<file path="config.mk">
export PLATFORM = sky130hd
export DESIGN_NAME = tdm_queue
export DESIGN_NICKNAME = d
export VERILOG_FILES = /design/src/hw/rtl/tdm_pkg.sv /design/src/hw/rtl/tdm_queue.sv
export SDC_FILE = /design/constraint.sdc
export NUM_CORES = 1
export LEC_CHECK = 0
export BUFFER_PORTS_ARGS = -buffer_cell sky130_fd_sc_hd__buf_4
export CORE_UTILIZATION = 55
export CTS_BUF_LIST = sky130_fd_sc_hd__clkbuf_8 sky130_fd_sc_hd__clkbuf_16
export DETAILED_ROUTE_END_ITERATION = 8
export GPL_TIMING_DRIVEN = 0
export PLACE_DENSITY_LB_ADDON = 0.12
export SYNTH_ARGS = -nofsm -noshare
export SYNTH_HDL_FRONTEND = slang
export SYNTH_SLANG_ARGS = --single-unit
</file>
<file path="constraint.sdc">
create_clock -name i_clk -period 2.39 [get_ports i_clk]
set_input_delay 0.1195 -clock i_clk [delete_from_list [all_inputs] [get_ports i_clk]]
set_output_delay 0.1195 -clock i_clk [all_outputs]
set_load 0.02 [all_outputs]
</file>
<file path="src/hw/rtl/tdm_pkg.sv">
// Shared types, codes, constants and table builder for the tanh drive mixer.
`timescale 1ns / 1ps

package tdm_pkg;

    localparam int TANH_SEGMENTS_DEF = 256;
    localparam int SAMPLE_BITS_DEF   = 24;
    localparam int OUT_DEPTH_DEF     = 16;
    localparam int MID_DEPTH         = 4;
    localparam int LANE_LAT          = 7;

    localparam logic [15:0] FULL_SCALE = 16'd32768;

    localparam logic [1:0] MODE_ABS = 2'd1;
    localparam logic [1:0] MODE_REL = 2'd2;

    localparam logic [2:0] REG_BASE_DRIVE  = 3'd0;
    localparam logic [2:0] REG_BASE_MIX    = 3'd1;
    localparam logic [2:0] REG_DRIVE_MODE  = 3'd2;
    localparam logic [2:0] REG_MIX_MODE    = 3'd3;
    localparam logic [2:0] REG_RAMP_STEPS  = 3'd4;
    localparam logic [2:0] REG_RAMP_RECIP  = 3'd5;

    typedef enum logic [1:0] {
        S_IDLE,
        S_MUL,
        S_UPD
    } t_state;

    typedef struct packed {
        logic [15:0] base_drive;
        logic [15:0] base_mix;
        logic [1:0]  drive_mode;
        logic [1:0]  mix_mode;
        logic [15:0] ramp_steps;
        logic [24:0] ramp_recip;
    } t_cfg;

    typedef struct packed {
        logic load;
        logic commit;
    } t_sm_ctl;

    // Map base register and control voltage to a 0..full-scale target.
    function automatic logic [15:0] form_target(input logic [15:0] base,
                                                input logic [1:0]  mode,
                                                input logic [15:0] cv);
        logic signed [17:0] t;
        logic [15:0]        r;
        t = $signed({2'b00, base}) + $signed({2'b00, cv}) - 18'sd32768;
        unique case (mode)
            MODE_ABS: r = {1'b0, cv[15:1]};
            MODE_REL: begin
                if (t < 18'sd0) begin
                    r = 16'd0;
                end else if (t > 18'sd32768) begin
                    r = FULL_SCALE;
                end else begin
                    r = t[15:0];
                end
            end
            default:  r = (base > FULL_SCALE) ? FULL_SCALE : base;
        endcase
        return r;
    endfunction

    // Shift-subtract quotient, evaluated at elaboration only.
    function automatic logic [63:0] udiv(input logic [63:0] a, input logic [63:0] b);
        logic [63:0] q;
        logic [63:0] r;
        q = '0;
        r = '0;
        for (int k = 63; k >= 0; k--) begin
            r = {r[62:0], a[k]};
            if (r >= b) begin
                r    = r - b;
                q[k] = 1'b1;
            end
        end
        return q;
    endfunction

    // Entry idx of the tanh curve over [0, 8], scaled to the sample range.
    function automatic logic [31:0] tanh_entry(input int seg, input int sb, input int idx);
        logic [63:0] one;
        logic [63:0] term;
        logic [63:0] c;
        logic [63:0] q;
        logic [63:0] den;
        logic [63:0] num;
        logic [63:0] t;
        logic [63:0] smax;
        one  = 64'd1 << 31;
        term = one;
        c    = one;
        q    = one;
        smax = (64'd1 << (sb - 1)) - 64'd1;
        for (int n = 1; n <= 30; n++) begin
            term = udiv(term * 64'd16, 64'(seg) * 64'(n));
            if ((n % 2) == 1) begin
                c = c - term;
            end else begin
                c = c + term;
            end
        end
        for (int i = 0; i < idx; i++) begin
            q = (q * c + (64'd1 << 30)) >> 31;
        end
        den = one + q;
        num = ((one - q) << (sb - 1)) + (den >> 1);
        t   = udiv(num, den);
        if (t > smax) begin
            t = smax;
        end
        return t[31:0];
    endfunction

endpackage

</file>
<file path="src/hw/rtl/tdm_queue.sv">
// Small register FIFO with first-word fall-through read.
`timescale 1ns / 1ps

module tdm_queue
    import tdm_pkg::*;
#(
    parameter int WIDTH = 8,
    parameter int DEPTH = 4
) (
    input  logic                       i_clk,
    input  logic                       i_rst_n,
    input  logic                       i_wr,
    input  logic [WIDTH-1:0]           i_data,
    output logic                       o_full,
    input  logic                       i_rd,
    output logic [WIDTH-1:0]           o_data,
    output logic                       o_empty,
    output logic [$clog2(DEPTH+1)-1:0] o_count
);
    localparam int AW = (DEPTH > 1) ? $clog2(DEPTH) : 1;
    localparam int CW = $clog2(DEPTH + 1);

    logic [WIDTH-1:0] r_mem [DEPTH];
    logic [AW-1:0]    r_wp, n_wp;
    logic [AW-1:0]    r_rp, n_rp;
    logic [CW-1:0]    r_cnt, n_cnt;
    logic             w_wr, w_rd;

    assign o_full  = (r_cnt == CW'(DEPTH));
    assign o_empty = (r_cnt == '0);
    assign o_count = r_cnt;
    assign o_data  = r_mem[r_rp];
    assign w_wr    = i_wr && !o_full;
    assign w_rd    = i_rd && !o_empty;

    always_comb begin
        n_wp  = w_wr ? ((r_wp == AW'(DEPTH - 1)) ? '0 : r_wp + 1'b1) : r_wp;
        n_rp  = w_rd ? ((r_rp == AW'(DEPTH - 1)) ? '0 : r_rp + 1'b1) : r_rp;
        n_cnt = r_cnt + CW'(w_wr) - CW'(w_rd);
    end

    always_ff @(posedge i_clk) begin
        if (!i_rst_n) begin
            r_wp  <= '0;
            r_rp  <= '0;
            r_cnt <= '0;
        end else begin
            r_wp  <= n_wp;
            r_rp  <= n_rp;
            r_cnt <= n_cnt;
        end
    end

    always_ff @(posedge i_clk) begin
        if (w_wr) begin
            r_mem[r_wp] <= i_data;
        end
    end

    a_count_range: assert property (@(posedge i_clk) disable iff (!i_rst_n)
        r_cnt <= CW'(DEPTH)) else $error("queue count beyond depth");
    a_count_step: assert property (@(posedge i_clk) disable iff (!i_rst_n)
        (w_wr && !w_rd) |=> (r_cnt == $past(r_cnt) + 1'b1))
        else $error("queue count missed a write");
    a_wp_range: assert property (@(posedge i_clk) disable iff (!i_rst_n)
        r_wp <= AW'(DEPTH - 1)) else $error("write pointer out of range");
endmodule

</file>
==> summary.txt <==
number of nets with antenna violations after routing -> 0
Crit path buffers/inverters -> 3
Final Hold Violating Endpoints -> 0
gr usage total -> 17.37%
DRT iter0 DRCs -> 21
Critical Path Start Type -> register
outcome -> complete, but fails checks
gpl congestion -> 0.6464
Rel. slew slack -> 69.28%
drt drc -> 4
Multi-input gate area -> 476.7 um2
H-tree depth -> 2
total grt overflow -> 0
detailed-route wire length per cell -> 15.44 um
Crit path depth -> 11
first-pass GRT wire length -> 3933 um
final clock skew -> 0.007127 ns
synthesis warning total -> 0
Reg2Reg Launch Point -> o_count[2]
num rows -> 19
post-synthesis cell type count -> 21
reg2reg end -> o_count[2]
post-route cell area -> 1973 um2
CP max stage delay -> 0.38 ns
slowest CP cell -> fa_1
CP max FO -> 7
clk slew on worst S/H paths -> 0.08 ns
r2r setup slk -> 0.17 ns
Leak -> 0.7484 nW
Logic pwr share -> 32.5%
min Tclk post-route -> 2.223 ns
Filler cells -> 192
port bufs -> 24
antenna cell count -> 0
CP Data Required Time -> 2.56 ns
# IOs -> 25
Clk pwr share -> 20.6%
share of total power in sequential cells -> 46.9%
Skew-Pair Late Insertion Delay -> 0.29 ns
Int Power -> 1.402 mW
Final setup viols -> 0
reg2reg path depth -> 11
pin count of the biggest net entering global routing -> 13
crit path to -> o_count[2]
Root Driver -> clkbuf_8
#FFs+latches synth -> 41
final count of pins violating max slew -> 0
drt pass-1 iters -> 6
Setup crit end kind -> register
Syn Inst Count -> 95
vias in the first global route -> 868
TritonCTS Buffers -> 5
CTS max path bufs -> 2
setup TNS -> 0 ns
Mapped Area -> 1659 um2
initial core utilization -> 59.14%
HPWL Detailed -> 1644 um
antenna violations before repair -> 0
CP startpoint -> o_count[2]
Vias per Instance -> 5.247
via count -> 829
Tcrit/Tclk final -> 93.00%
NumNets Final -> 146
Slew @ Worst Pin -> 0.4609 ns
Max-cap violations -> 0
die width -> 56.92 um
Post-CTS Setup Inserts -> 0
Worst VDD drop -> 0.6551 mV
die height -> 56.92 um
post-synthesis average cell area -> 17.46 um2
violated checks -> DRC
clock sinks -> 41
crit-path leading delay family -> adder cells
most common cell after layout, fill and taps aside -> edfxtp_1
Switching Share -> 30.47%
sequential fraction of the synthesis area -> 68.78%
Crit Path Category -> register to register
DP Area -> 1878 um2
power per cell area -> 1022 nW/um2
unrepaired setup endpoints after global routing -> false
area growth from synthesis to layout -> 18.93%
CP cell instances -> nor3b_4 -> nor2b_2 -> buf_6 -> inv_1 -> ha_1 -> inv_1 -> ha_1 -> fa_1 -> xnor2_1 -> xnor2_1 -> and2_1
share of post-route cells with drive strength above 1 -> 39.37%
post-synthesis net count -> 115
Highest Clock Rate -> 449.9 MHz
WL final -> 2439 um
most used cells in the layout excluding fill and tap cells -> 32 x edfxtp_1, 24 x buf_4, 8 x inv_1, 8 x mux4_2, 7 x ha_1
Sw Pwr -> 0.6146 mW
CP arrival -> 2.40 ns
Die Area -> 3240 um2
CTS tree -> done
FF/Latch Area -> 1145 um2
Hold Path Class -> input pin to register
Post-CTS Hold Buffers -> 0
Core Region -> 2805 um2
logic make-up (layout without fill, tap and decap cells):
family,Yosys count,count (layout),share of synthesized area (%)
muxes,10,10,12.07
AOI/OAI and AO/OA,3,3,1.357
adders and majority gates,8,8,6.485
and+or+nand+nor,20,20,7.240
buffers and inverters,11,43,3.017
DFF,41,41,68.78
xor gates and xnor gates,2,2,1.056
flip-flops by register name, summed over array words and instances, names as in the netlist, named ones only:
signal / cells
o_count: 3
r_mem: 32
r_rp: 2
r_wp: 2
layer usage:
| layer | part of all wire (%) | track usage (%) | up-vias | routed length [um] |
|---|---|---|---|---|
| met3 | 5.7 | 7.604 | 9 | 138 |
| li1 | - | - | 408 | - |
| met5 | 0 | 0 | - | 0 |
| met1 | 43 | 20.96 | 389 | 1038 |
| met4 | 2.6 | 9.408 | 0 | 63 |
| met2 | 49 | 26.39 | 23 | 1199 |
how the worst min path moves through the flow:
| stage | start | end | slack, ns | depth (start not counted) |
|---|---|---|---|---|
| floorplan | i_data[0] | r_mem[0][0] | 0.22 | 0 |
| global placement | i_data[6] | r_mem[3][6] | 0.32 | 1 |
| detailed placement | i_data[5] | r_mem[2][5] | 0.32 | 1 |
| CTS | i_data[5] | r_mem[2][5] | 0.02 | 1 |
| global route | i_data[5] | r_mem[0][5] | 0.02 | 1 |
| finish | i_data[5] | r_mem[2][5] | 0.03 | 1 |
synth_stat cells:
| cell type | instances | area [um2] |
|---|---|---|
| nor2b_2 | 1 | 8.760 |
| inv_1 | 7 | 26.28 |
| nor3_1 | 1 | 5.000 |
| fa_1 | 1 | 20.02 |
| o21ai_0 | 2 | 10.01 |
| nand2_1 | 6 | 22.52 |
| nor2_1 | 2 | 7.510 |
| buf_6 | 1 | 11.26 |
| buf_2 | 1 | 5.000 |
| xnor2_1 | 2 | 17.52 |
| clkbuf_1 | 2 | 7.510 |
| and2_2 | 3 | 22.52 |
| nand3_1 | 2 | 10.01 |
| o31ai_2 | 1 | 12.51 |
| mux2i_1 | 2 | 20.02 |
| and2_1 | 4 | 25.02 |
| ha_1 | 7 | 87.58 |
| edfxtp_1 | 32 | 960.9 |
| dfxtp_1 | 9 | 180.2 |
| mux4_2 | 8 | 180.2 |
| nor3b_4 | 1 | 18.77 |
worst register-to-register path, delay by kind of cell, from the launching register on:
family | cells | cell delay [ns]
adder cells (fa/ha/maj) | 3 | 0.83
AND/OR/NAND/NOR | 3 | 0.45
flip-flops | 1 | 0.36
XOR/XNOR | 2 | 0.27
buffers and inverters | 3 | 0.21
final cells by class:
cell class,count,area share (%)
plain buffers,4,1.205
clock buffers,5,3.488
clock inverters,3,0.6975
inverters,7,1.332
multi-input cells,43,24.16
flip-flops and latches,41,58.02
well taps,31,1.966
repair buffers,24,9.131
metrics by stage:
step | instances | total power, mW | worst slack (ns) | utilization, % | hold slack [ns]
4_1_cts | 158 | 2.025 | 0.09453 | 69.89 | 0.02012
5_1_grt | 158 | 2.137 | 0.04194 | 70.34 | 0.01552
2_1_floorplan | 95 | 1.382 | 0.05209 | - | 0.2184
6_report | 158 | 2.017 | 0.1674 | 70.34 | 0.02519
3_3_place_gp | 150 | 1.585 | 0.1694 | 66.95 | 0.3190
3_5_place_dp | 150 | 1.611 | 0.1045 | 66.95 | 0.3248
repair_timing:
item | CTS | global route
resized for setup | 0 | 4
endpoints found under the setup margin | 0 | 1
hold endpoints to repair | 0 | 0
power groups by stage:
stage / sequential, mW / combinational [mW] / clock (mW)
global placement: 0.944 / 0.642 / 0
finish: 0.947 / 0.656 / 0.415
detailed placement: 0.953 / 0.659 / 0
floorplan: 0.958 / 0.423 / 0
CTS: 0.937 / 0.661 / 0.428
global route: 0.958 / 0.721 / 0.457
Note: power is estimated with default switching activity, not from simulation.
